**src/hdl/b64d_pkg.sv**
```systemverilog
// Shared types and character constants for the streaming Base64 decoder.
package b64d_pkg;

  localparam int unsigned MaxResults = 3;

  // Character codes of the standard alphabet and its delimiters
  localparam logic [7:0] CharUpA    = 8'h41;  // 'A'
  localparam logic [7:0] CharUpZ    = 8'h5A;  // 'Z'
  localparam logic [7:0] CharLowA   = 8'h61;  // 'a'
  localparam logic [7:0] CharLowZ   = 8'h7A;  // 'z'
  localparam logic [7:0] CharZero   = 8'h30;  // '0'
  localparam logic [7:0] CharNine   = 8'h39;  // '9'
  localparam logic [7:0] CharPlus   = 8'h2B;  // '+'
  localparam logic [7:0] CharSlash  = 8'h2F;  // '/'
  localparam logic [7:0] CharPad    = 8'h3D;  // '='
  localparam logic [7:0] CharSpace  = 8'h20;
  localparam logic [7:0] CharTab    = 8'h09;
  localparam logic [7:0] CharCr     = 8'h0D;

  localparam logic [7:0] LowerOffset = 8'd26;
  localparam logic [7:0] DigitOffset = 8'd52;
  localparam logic [5:0] SextetPlus  = 6'd62;
  localparam logic [5:0] SextetSlash = 6'd63;

  typedef logic [1:0] b64d_cnt_t;

  typedef struct packed {
    logic [7:0] char_in;
    logic       last_char;
  } b64d_in_t;

  typedef struct packed {
    logic [7:0] byte_out;
    logic       byte_valid;
    logic       end_of_string;
    logic       bad_char;
  } b64d_out_t;

  // Classified input character
  typedef struct packed {
    logic       blank;
    logic       alpha;
    logic [5:0] value;
  } b64d_sym_t;

  // Results produced by one input transaction, res[0] leaves first
  typedef struct packed {
    b64d_cnt_t                     count;
    b64d_out_t [MaxResults-1:0]    res;
  } b64d_set_t;

endpackage

```
**src/hdl/b64d_sextet_map.sv**
```systemverilog
// Character classifier: alphabet lookup to a 6-bit sextet, whitespace detect.
module b64d_sextet_map import b64d_pkg::*; (
  input  logic [7:0] char_i,
  output b64d_sym_t  sym_o
);

  logic [7:0] diff;

  always_comb begin
    sym_o = '0;
    diff  = '0;
    if (char_i >= CharUpA && char_i <= CharUpZ) begin
      diff        = char_i - CharUpA;
      sym_o.alpha = 1'b1;
      sym_o.value = diff[5:0];
    end else if (char_i >= CharLowA && char_i <= CharLowZ) begin
      diff        = char_i - CharLowA + LowerOffset;
      sym_o.alpha = 1'b1;
      sym_o.value = diff[5:0];
    end else if (char_i >= CharZero && char_i <= CharNine) begin
      diff        = char_i - CharZero + DigitOffset;
      sym_o.alpha = 1'b1;
      sym_o.value = diff[5:0];
    end else if (char_i == CharPlus) begin
      sym_o.alpha = 1'b1;
      sym_o.value = SextetPlus;
    end else if (char_i == CharSlash) begin
      sym_o.alpha = 1'b1;
      sym_o.value = SextetSlash;
    end
    sym_o.blank = (char_i == CharSpace) || (char_i >= CharTab && char_i <= CharCr);
  end

endmodule

```
**src/hdl/b64d_core.sv**
```systemverilog
// Input register, sextet group state and per-character result generation.
module b64d_core import b64d_pkg::*; (
  input  logic      clk_i,
  input  logic      rst_ni,
  input  logic      in_valid_i,
  output logic      in_ready_o,
  input  b64d_in_t  in_data_i,
  input  logic      buf_free_i,
  output logic      set_load_o,
  output b64d_set_t set_o
);

  logic      in_valid_q;
  b64d_in_t  in_q;
  logic [17:0] grp_q, grp_d;
  b64d_cnt_t   cnt_q, cnt_d;
  logic        stopped_q, stopped_d;
  logic        inv_q, inv_d;

  b64d_sym_t   sym;
  logic        active;
  logic        full;
  logic        bad;
  logic        move;
  logic [23:0] word;

  b64d_sextet_map u_map (
    .char_i (in_q.char_in),
    .sym_o  (sym)
  );

  always_comb begin
    grp_d     = grp_q;
    cnt_d     = cnt_q;
    stopped_d = stopped_q;
    inv_d     = inv_q;
    set_o     = '0;
    full      = 1'b0;
    bad       = 1'b0;
    word      = {grp_q, sym.value};
    active    = !stopped_q && !sym.blank;

    if (active) begin
      if (!sym.alpha) begin
        stopped_d = 1'b1;
        inv_d     = (in_q.char_in != CharPad);
      end else if (cnt_q == 2'd3) begin
        full         = 1'b1;
        set_o.count  = 2'd3;
        set_o.res[0] = '{byte_out: word[23:16], byte_valid: 1'b1,
                         end_of_string: 1'b0, bad_char: 1'b0};
        set_o.res[1] = '{byte_out: word[15:8], byte_valid: 1'b1,
                         end_of_string: 1'b0, bad_char: 1'b0};
        set_o.res[2] = '{byte_out: word[7:0], byte_valid: 1'b1,
                         end_of_string: 1'b0, bad_char: 1'b0};
        grp_d        = '0;
        cnt_d        = '0;
      end else begin
        grp_d = {grp_q[11:0], sym.value};
        cnt_d = cnt_q + 2'd1;
      end
    end

    if (in_q.last_char) begin
      // tail of a partial group: k sextets give k-1 bytes
      bad = stopped_d && inv_d && (cnt_d != 2'd0);
      case (cnt_d)
        2'd2: begin
          set_o.count  = 2'd1;
          set_o.res[0] = '{byte_out: grp_d[11:4], byte_valid: 1'b1,
                           end_of_string: 1'b1, bad_char: bad};
        end
        2'd3: begin
          set_o.count  = 2'd2;
          set_o.res[0] = '{byte_out: grp_d[17:10], byte_valid: 1'b1,
                           end_of_string: 1'b0, bad_char: 1'b0};
          set_o.res[1] = '{byte_out: grp_d[9:2], byte_valid: 1'b1,
                           end_of_string: 1'b1, bad_char: bad};
        end
        default: begin
          if (full) begin
            set_o.res[2].end_of_string = 1'b1;
          end else begin
            set_o.count  = 2'd1;
            set_o.res[0] = '{byte_out: 8'h00, byte_valid: 1'b0,
                             end_of_string: 1'b1, bad_char: bad};
          end
        end
      endcase
      grp_d     = '0;
      cnt_d     = '0;
      stopped_d = 1'b0;
      inv_d     = 1'b0;
    end
  end

  // zero-result characters never wait on the output buffer
  assign move       = in_valid_q && ((set_o.count == 2'd0) || buf_free_i);
  assign set_load_o = in_valid_q && (set_o.count != 2'd0) && buf_free_i;
  assign in_ready_o = !in_valid_q || move;

  always_ff @(posedge clk_i or negedge rst_ni) begin
    if (!rst_ni) begin
      in_valid_q <= 1'b0;
      grp_q      <= '0;
      cnt_q      <= '0;
      stopped_q  <= 1'b0;
      inv_q      <= 1'b0;
    end else begin
      if (in_ready_o) begin
        in_valid_q <= in_valid_i;
      end
      if (move) begin
        grp_q     <= grp_d;
        cnt_q     <= cnt_d;
        stopped_q <= stopped_d;
        inv_q     <= inv_d;
      end
    end
  end

  always_ff @(posedge clk_i) begin
    if (in_ready_o && in_valid_i) begin
      in_q <= in_data_i;
    end
  end

endmodule

```
**src/hdl/b64d_out_buf.sv**
```systemverilog
// Result buffer: up to three results, shifted out one per cycle when ready.
module b64d_out_buf import b64d_pkg::*; (
  input  logic      clk_i,
  input  logic      rst_ni,
  input  logic      load_i,
  input  b64d_set_t set_i,
  output logic      free_o,
  output logic      out_valid_o,
  input  logic      out_ready_i,
  output b64d_out_t out_data_o
);

  b64d_out_t [MaxResults-1:0] ent_q;
  b64d_cnt_t                  rem_q;
  logic                       pop;

  assign out_valid_o = (rem_q != 2'd0);
  assign out_data_o  = ent_q[0];
  assign pop         = out_valid_o && out_ready_i;
  assign free_o      = (rem_q == 2'd0) || ((rem_q == 2'd1) && pop);

  always_ff @(posedge clk_i or negedge rst_ni) begin
    if (!rst_ni) begin
      rem_q <= '0;
    end else if (load_i) begin
      rem_q <= set_i.count;
    end else if (pop) begin
      rem_q <= rem_q - 2'd1;
    end
  end

  always_ff @(posedge clk_i) begin
    if (load_i) begin
      ent_q <= set_i.res;
    end else if (pop) begin
      ent_q[0] <= ent_q[1];
      ent_q[1] <= ent_q[2];
    end
  end

endmodule

```
**src/hdl/base64_stream_decoder.sv**
```systemverilog
// Streaming Base64 decoder top level: one character in, up to three bytes out.
// A character is registered and decoded from the input register; its results
//   load into the output buffer register once the buffer is free, then leave.
// Throughput: one character per cycle; results drain one per cycle while
//   out_ready_i is high, and a character with results stalls until they drain.
// Reset: rst_ni clears the group state, valid flags and buffer count.
module base64_stream_decoder import b64d_pkg::*; (
  input  logic      clk_i,
  input  logic      rst_ni,
  input  logic      in_valid_i,
  output logic      in_ready_o,
  input  b64d_in_t  in_data_i,
  output logic      out_valid_o,
  input  logic      out_ready_i,
  output b64d_out_t out_data_o
);

  // Result set handed from the decode stage to the output buffer
  b64d_set_t set;
  logic      set_load;
  logic      buf_free;

  // Decode stage: input register, sextet packing, tail handling at end
  b64d_core u_core (
    .clk_i      (clk_i),
    .rst_ni     (rst_ni),
    .in_valid_i (in_valid_i),
    .in_ready_o (in_ready_o),
    .in_data_i  (in_data_i),
    .buf_free_i (buf_free),
    .set_load_o (set_load),
    .set_o      (set)
  );

  // Output stage: buffers one transaction's results, drains in order
  b64d_out_buf u_out_buf (
    .clk_i       (clk_i),
    .rst_ni      (rst_ni),
    .load_i      (set_load),
    .set_i       (set),
    .free_o      (buf_free),
    .out_valid_o (out_valid_o),
    .out_ready_i (out_ready_i),
    .out_data_o  (out_data_o)
  );

endmodule
```
**config.mk**
```make
export PLATFORM = sky130hd
export DESIGN_NAME = base64_stream_decoder
export DESIGN_NICKNAME = d
export VERILOG_FILES = /design/src/hdl/b64d_pkg.sv /design/src/hdl/b64d_sextet_map.sv /design/src/hdl/b64d_core.sv /design/src/hdl/b64d_out_buf.sv /design/src/hdl/base64_stream_decoder.sv
export SDC_FILE = /design/constraint.sdc
export NUM_CORES = 1
export LEC_CHECK = 0
export ABC_AREA = 1
export BUFFER_PORTS_ARGS = -buffer_cell sky130_fd_sc_hd__buf_2
export CORE_UTILIZATION = 45
export CTS_CLUSTER_SIZE = 12
export DETAILED_ROUTE_END_ITERATION = 8
export GPL_TIMING_DRIVEN = 0
export SLEW_MARGIN = 20
export SYNTH_ARGS = -nofsm -noshare
export SYNTH_HDL_FRONTEND = slang
export SYNTH_SLANG_ARGS = --single-unit
```
**constraint.sdc**
```tcl
create_clock -name clk_i -period 4.3 [get_ports clk_i]
set_input_delay 0.43 -clock clk_i [delete_from_list [all_inputs] [get_ports clk_i]]
set_output_delay 0.43 -clock clk_i [all_outputs]
set_load 0.1 [all_outputs]
```
==> impl_metrics.ini, run 1 <==
[drt]
drt_first_pass_iters = 7
drtIter0Drc = 317
drt-total-wl_um = 10900
vias = 3543
routed_via_density = 5.476
drc_errors = 0
antenna_left = 0
routedWlPerCell_um = 16.84

[job]
cap_violations = 0

[floorplan]
dieHeight_um = 98.33
die_area_sq_um = 9668
core_sq_um = 8848
die_w_um = 98.33
initial_core_util = 0.4719
rows = 34
ios = 26

[critical_path]
r2r-end = u_out_buf.ent_q[15]
rrSetupSlack_ns = 1.13
cp_top_family = simple AND/OR/NAND/NOR gates
crit_slowest_cell = edfxtp_1
cp_data_required_time_ns = 3.87
max_stage_delay_ns = 0.45
crit_start = u_core.in_q[1]
endpoint_kind = output pin
critical_path.startpoint_type = flop
cp_max_fo = 10
r2r_start = u_core.in_q[1]
cp.buffers_inverters = 3
crit_type = flop to output pin
crit_chain = inv_1 -> ha_1 -> inv_1 -> nand2_1 -> nand2_1 -> nor2_2 -> nor2_4 -> nand2_4 -> nand3_4 -> nand3_4 -> nand2_4 -> nand3_1 -> buf_2
rr_worst_depth = 14
cp.arrival_ns = 2.92

[synthesis]
synthesis.area_sq_um = 4175
syn-instance-count = 498
syn-num-nets = 524
yosysSeqAreaShare = 0.4447
ys.warnings.count = 0
synth_edf_count = 41
synth_flop_cell = edfxtp_1
synth.avg_cell_area_sq_um = 8.384
async_flop_share = 0.3788
ys_types = 41
ys_seq_elements = 66

[outcome]
run_status = complete, no violations

[sta]
fin_tns_setup_ns = 0
setup_violations = 0
tightest_slew_ns = 0.6354
hold_violations = 0
slew_headroom = 0.5764
hold_slack_ns = 0.09192
fin_crit_ns = 3.348
fmax_mhz = 298.7
slew_violations = 0
rsz0062_at_grt = no
min_period_over_period = 0.7785
fin_skew_ns = 0.006995

[power_and_ir_drop]
finalPower_mw = 3.098
p_per_area_nw_per_um2 = 662.2
p_leak_nw = 2.089
irDropWorstVdd_v = 0.0003074

[cts]
clock-sinks = 66
cts_setup_buffers = 0
clkTransAtPathRegs_ns = 0.08
h-tree-depth = 3
clockRootBuffer = clkbuf_8
cts_buffers = 9
cts_resized = 0
cts_tree = done
clock_path_buffers = 2
postCtsHoldBufs = 0
clk_latency_ns = 0.35

[global_routing]
grt_max_degree = 26
grt_usage = 0.2425
use_met2 = 0.3749
grt_pass1_vias = 3495
antenna_found_initial = 0
met3_usage = 0.04939
gr-total-overflow = 0
grtUsageMet1 = 0.3393
grt_pass1_wl_um = 17970
top_usage_layer = met2

[final_layout]
nets = 560
drive_above_1_share = 0.2004
area.growth.synth_to_final_pct = 12.05
design_area_sq_um = 4678
n_antenna_cell = 0

[place]
placed_cell_area_sq_um = 4436
post-dp-hpwl_um = 7885
gp_congestion = 0.8717
portBuffers = 25

[hold_path]
hold_class = input pin to async pin
kinds of logic (layout without fill, tap and decap cells):
logic type,after synthesis,after routing,synth area share
buffers and inverters,83,124,0.09620
DFF,66,66,0.4447
adders and majority gates,13,13,0.03896
and+or+nand+nor,254,254,0.2988
xor gates and xnor gates,9,9,0.01888
AOI/OAI and AO/OA,73,73,0.1025
metrics by stage:
stage                     instances  setup slack (ns)    util
after floorplan                 498             1.181       -
after global placement          631            0.8297  0.5013
after detailed placement        631            0.7554  0.5013
after CTS                       647            0.7341  0.5284
after global routing            647            0.7472  0.5287
final                           647            0.9524  0.5287
area by class of cell:
class                      instances  area, sq um
inverter                          55        209.0
buffer                            28        192.7
clock inverter                     7        116.4
multi-input combinational        349         1919
clock buffer                       9        123.9
timing repair buffer              25        125.1
fill                             829         4170
tap                              108        135.1
sequential                        66         1857
power breakdown:
group	leakage (nW)	internal [mW]	switching (mW)
Combinational	1.23	0.353	1.12
Sequential	0.735	0.889	0.0814
Clock	0.120	0.385	0.271
cell usage after synthesis, types with 9 or more instances:
master | n | area (sq um)
nand2_4 | 9 | 101.4
nor2_1 | 35 | 131.4
nand4_1 | 17 | 106.4
o21ai_1 | 9 | 45.04
inv_1 | 43 | 161.4
nand3_1 | 46 | 230.2
nand2_1 | 127 | 476.7
ha_1 | 13 | 162.7
edfxtp_1 | 41 | 1231
o21ai_0 | 23 | 115.1
inv_2 | 9 | 33.78
dfrtp_1 | 25 | 625.6
buf_4 | 12 | 90.09
a21oi_1 | 21 | 105.1
buf_2 | 10 | 50.05
state kept, by name, summed over array words and instances (netlist names):
signal and count:
u_out_buf.out_data_o 11, u_core.grp_q 18, u_core.cnt_q 2, u_core.stopped_q 1, u_core.inv_q 1, u_core.in_q 9
u_core.in_valid_q 1, u_out_buf.rem_q 2, u_out_buf.ent_q 21
how the worst max path moves through the flow:
| stage | endpoint | slack (ns) | cells after the start |
|---|---|---|---|
| floorplan | u_core.in_q[0] | 1.18 | 11 |
| global placement | u_out_buf.out_data_o[9] | 0.83 | 14 |
| detailed placement | u_out_buf.out_data_o[5] | 0.76 | 14 |
| CTS | u_out_buf.ent_q[20] | 0.73 | 14 |
| global route | in_ready_o | 0.75 | 13 |
| finish | in_ready_o | 0.95 | 13 |
per-layer routing:
layer	vias to the layer above	share of wire
met1	1643	0.47
li1	1731	-
met2	156	0.44
met4	0	0.013
met3	13	0.080
met5	-	0
worst reg2reg max path: stages (launching register included):
cell	delay, ns
edfxtp_1	0.45
inv_1	0.27
ha_1	0.32
inv_1	0.06
nand2_1	0.05
nand2_1	0.11
nor2_2	0.15
nor2_4	0.06
nand2_4	0.11
nand3_4	0.13
nand3_4	0.18
nand2_4	0.10
nand2_4	0.11
buf_2	0.27
nand2_2	0.41
cells in the final DEF, fill, tap and decap left out, drive strengths merged:
| cell type | n |
|---|---|
| nor4 | 1 |
| o32a | 1 |
| nand4 | 17 |
| xor2 | 8 |
| clkinvlp | 1 |
| nor2 | 46 |
| dfrtp | 25 |
| xnor2 | 1 |
| o32ai | 1 |
| clkinv | 4 |
| nand3b | 1 |
| bufinv | 3 |
| nor3 | 1 |
| nand3 | 50 |
| ha | 13 |
| a21oi | 24 |
| buf | 51 |
| o21bai | 3 |
| o22ai | 6 |
| clkbuf | 11 |
| nand2 | 138 |
| inv | 54 |
| o211ai | 5 |
| o21ai | 33 |
| edfxtp | 41 |
Power figures use the tool's default switching activity.
==> run 2: changes to the inputs <==
clock period = 3.3 ns   (was 4.3 ns; I/O delays follow)
==> run 2 against run 1 <==
  * Core utilization grew 0.085 points
  * Register-to-register slack lost 0.82 ns
  * Via count grew 0.28%
  * Cell count is the same
  * Clock skew shrank 0.0011 ns
  * Clock power grew 29%
  * Combinational power grew 31%
  * Die area is the same
  * Largest power group unchanged
  * Highest routed layer unchanged
==> impl_metrics.ini, run 2 (synthesis gave the netlist of run 1 again) <==
[outcome]
run_status = complete, no violations

[job]
cap_violations = 0

[drt]
drc_errors = 0
drtIter0Drc = 274
routedWlPerCell_um = 16.95
drt-total-wl_um = 10970
routed_via_density = 5.491
vias = 3553
antenna_left = 0
drt_first_pass_iters = 7

[floorplan]
die_area_sq_um = 9668
core_sq_um = 8848
rows = 34
ios = 26
initial_core_util = 0.4719
dieHeight_um = 98.33
die_w_um = 98.33

[final_layout]
utilization = 0.5296
area.growth.synth_to_final_pct = 12.23
largest_register_ffs = 21
largest_register = u_out_buf.ent_q
nets = 560
n_antenna_cell = 0
final_common_cell = nand2_1
drive_above_1_share = 0.2022
layout_common_cells = nand2_1 (126), nand3_1 (46), inv_1 (42)

[sta]
hold_violations = 0
slew_violations = 0
fmax_mhz = 321.4
tightest_slew_ns = 0.6533
fin_crit_ns = 3.111
fin_skew_ns = 0.005931
slew_headroom = 0.5644
setup_violations = 0
rsz0062_at_grt = no
fin_tns_setup_ns = 0
min_period_over_period = 0.9428

[global_routing]
grt_pass1_vias = 3505
grt_pass1_wl_um = 17970
antenna_found_initial = 0
gr-total-overflow = 0
grt_usage = 0.2423
grt_max_degree = 26

[cts]
cts_tree = done
clockRootBuffer = clkbuf_8
clkTransAtPathRegs_ns = 0.08
cts_buffers = 9
postCtsHoldBufs = 0
h-tree-depth = 3
clock_path_buffers = 2
clk_latency_ns = 0.35
clock-sinks = 66

[hold_path]
hold_class = input pin to async pin

[critical_path]
endpoint_kind = output pin
crit_slowest_cell = edfxtp_1
crit_type = flop to output pin
crit_chain = inv_2 -> ha_1 -> inv_2 -> o21ai_1 -> a21oi_2 -> nor2_4 -> nand3_4 -> nand3_4 -> nand2_4 -> nand3_1 -> clkbuf_4
cp.buffers_inverters = 3
cp_max_fo = 10
cp_data_required_time_ns = 2.97
cp_top_family = simple AND/OR/NAND/NOR gates
critical_path.startpoint_type = flop
max_stage_delay_ns = 0.52
cp.arrival_ns = 2.78

[place]
gp_congestion = 0.8717
portBuffers = 25
post-dp-hpwl_um = 7885

[power_and_ir_drop]
p_per_area_nw_per_um2 = 861.4
p_leak_nw = 2.091
irDropWorstVdd_v = 0.0004002
run 2: timing repair:
| item | 4_1_cts | 5_1_grt |
|---|---|---|
| buffers inserted | 0 | 0 |
| endpoints found under the setup margin | 23 | 24 |
| resized for setup | 1 | 3 |
| hold endpoints to repair | 0 | 0 |
run 2: area by class of cell:
| class | instances | area (sq um) |
|---|---|---|
| Multi-Input combinational cell | 349 | 1924 |
| Inverter | 55 | 209.0 |
| Fill cell | 829 | 4163 |
| Clock buffer | 9 | 123.9 |
| Buffer | 28 | 192.7 |
| Tap cell | 108 | 135.1 |
| Sequential cell | 66 | 1857 |
| Timing Repair Buffer | 25 | 127.6 |
| Clock inverter | 7 | 116.4 |
run 2: worst paths after layout:
kind                            slack (ns)  cells after the start                   to             from
worst min register to register        0.53                      2      u_core.cnt_q[1]  u_core.cnt_q[1]
min in group clk_i                    0.15                      1       u_core.in_q[1]     in_data_i[1]
worst min-delay path                 0.007                      1      u_core.cnt_q[0]           rst_ni
worst max-delay path                  0.19                     11           in_ready_o   u_core.in_q[3]
max in group asynchronous             2.87                      1    u_core.in_valid_q           rst_ni
worst max register to register        0.31                     13  u_out_buf.ent_q[20]   u_core.in_q[3]
run 2: metrics by stage:
stage | total power [mW] | cells | instance area (sq um) | setup WS (ns) | hold WS, ns
finish | 4.036 | 647 | 4686 | 0.1887 | 0.006653
global route | 4.241 | 647 | 4686 | 0.04017 | 0.03439
CTS | 4.034 | 647 | 4678 | 0.03850 | 0.006567
detailed placement | 3.189 | 631 | 4436 | -0.2446 | 0.3795
global placement | 3.163 | 631 | 4436 | -0.1704 | 0.3757
floorplan | 2.769 | 498 | 4175 | 0.1813 | 0.03441
run 2: per-layer routing:
metal | GRT usage | wire [um] | vias to the layer above
met2 | 0.3738 | 4784 | 146
met3 | 0.05011 | 779 | 19
met1 | 0.3379 | 5205 | 1651
li1 | - | - | 1737
met4 | 0.08611 | 199 | 0
met5 | 0 | 0 | -
run 2: report_power, final:
group	internal, mW	switching [mW]	total (mW)
registers	1.16	0.106	1.26
logic	0.465	1.46	1.92
clock network	0.502	0.346	0.848
total	2.13	1.91	4.04
==> run 3: changes to the inputs <==
CORE_MARGIN = 4   (was unset)
==> run 3 against run 2 <==
  * Total power is 4.3% lower
  * Critical path depth is 1 lower
  * Setup slack worse by 0.0050 ns
  * Sequential share of layout area is 0.36 points higher
  * Sequential power hardly changed
  * Via count is 1.7% lower
  * Global-route usage is 3.6 points lower
  * First-iteration DRC count is 24% lower
  * Worst hold slack better by 0.15 ns
  * Core utilization is 0.73 points lower
  * Clock skew is 0.0054 ns higher
==> impl_metrics.ini, run 3 (synthesis gave the netlist of run 1 again) <==
[power_and_ir_drop]
irDropWorstVdd_v = 0.0004309
p_leak_nw = 2.071
finalPower_mw = 3.865
p_per_area_nw_per_um2 = 832.3

[drt]
routedWlPerCell_um = 16.68
antenna_left = 0
drt-total-wl_um = 10810
drt_first_pass_iters = 5
drtIter0Drc = 208
drc_errors = 0
routed_via_density = 5.390
vias = 3493

[cts]
clockRootBuffer = clkbuf_8
h-tree-depth = 3
clk_latency_ns = 0.35
clock_path_buffers = 2
clock-sinks = 66
clkTransAtPathRegs_ns = 0.07
cts_buffers = 9
cts_tree = done

[hold_path]
hold_class = input pin to flop

[sta]
tightest_slew_ns = 0.6622
hold_violations = 0
fmax_mhz = 320.9
fin_skew_ns = 0.01137
hold_slack_ns = 0.1543
fin_crit_ns = 3.116
setup_violations = 0
slew_headroom = 0.5585
rsz0062_at_grt = no
min_period_over_period = 0.9443
slew_violations = 0

[final_layout]
area.growth.synth_to_final_pct = 11.21
utilization = 0.5222
final_common_cell = nand2_1
multiInputGateArea_sq_um = 1919
seq_area_sq_um = 1857
nets = 561
nFillCells = 842
largest_register = u_out_buf.ent_q
layout_common_cells = nand2_1 (126), nand3_1 (46), inv_1 (42)
largest_register_ffs = 21
design_area_sq_um = 4643
n_antenna_cell = 0
drive_above_1_share = 0.2000

[floorplan]
ios = 26
die_area_sq_um = 10880
initial_core_util = 0.4696
core_sq_um = 8891
dieHeight_um = 104.3
die_w_um = 104.3
rows = 34

[critical_path]
crit_slowest_cell = edfxtp_1
cp.arrival_ns = 2.79
crit_chain = inv_2 -> ha_1 -> nand2_1 -> a21oi_2 -> nor2_4 -> nand3_4 -> nand3_4 -> nand2_4 -> nand3_1 -> clkbuf_4
endpoint_kind = output pin
max_stage_delay_ns = 0.52
cpMostUsedCell = nand3_4
critical_path.startpoint_type = flop
cp_max_fo = 10
cp_data_required_time_ns = 2.97
crit_type = flop to output pin

[global_routing]
antenna_found_initial = 0
grt_max_degree = 26
grt_pass1_wl_um = 17880
gr-total-overflow = 0
grt_pass1_vias = 3441
grt_usage = 0.2067

[job]
cap_violations = 0

[place]
gp_congestion = 0.8930
post-dp-hpwl_um = 7901
portBuffers = 25
placed_cell_area_sq_um = 4436

[outcome]
run_status = complete, no violations
## run 3: metal layers
layer	global-route usage	vias up	part of all wire
met5	0	-	0
met4	0.08167	0	0.020
met3	0.04035	18	0.076
met2	0.3164	110	0.45
met1	0.2874	1629	0.46
li1	-	1736	-
## run 3: final cells by class
class,count,area share
clock inverter,7,0.01482
buffer,28,0.04150
timing repair buffer,26,0.02964
sequential,66,0.3999
multi-input combinational,349,0.4134
clock buffer,9,0.02668
inverter,55,0.04500
tap,108,0.02910
## run 3: worst paths after layout
check	cells past startpoint	start	end	slack, ns
setup / recovery	10	u_core.in_q[3]	in_ready_o	0.18
hold / removal	1	in_data_i[2]	u_core.in_q[2]	0.15
setup reg to reg	11	u_core.in_q[3]	u_out_buf.ent_q[15]	0.21
hold reg to reg	2	u_out_buf.ent_q[12]	u_out_buf.out_data_o[1]	0.53
max in group asynchronous	2	rst_ni	u_core.grp_q[0]	2.36
min in group asynchronous	2	rst_ni	u_core.grp_q[6]	0.52
## run 3: per-stage QoR
step / cells / TNS, ns / setup slack (ns)
after floorplan: 498 / 0 / 0.1813
after global placement: 631 / -2.964 / -0.1332
after detailed placement: 631 / -3.672 / -0.1632
after CTS: 648 / 0 / 0.04089
after global routing: 648 / 0 / 0.006479
final: 648 / 0 / 0.1837
## run 3: critical path, delay by kind of cell (launching register included)
| family | cells | cell delay [ns] |
|---|---|---|
| adders and majority gates | 1 | 0.30 |
| DFF | 1 | 0.52 |
| and+or+nand+nor | 6 | 0.82 |
| AOI/OAI and AO/OA | 1 | 0.30 |
| buffers and inverters | 2 | 0.50 |
## run 3: where the power goes
group	switching (mW)	leakage (nW)	internal, mW	total [mW]
Clock	0.338	0.0970	0.347	0.685
Combinational	1.45	1.24	0.464	1.92
Sequential	0.103	0.735	1.16	1.26
Total	1.90	2.07	1.97	3.86
## run 3: timing repair
action,4_1_cts,5_1_grt
gates resized for setup,1,2
buffers inserted,0,0
hold endpoints to repair,18,0
hold buffers,1,0
endpoints found under the setup margin,23,24
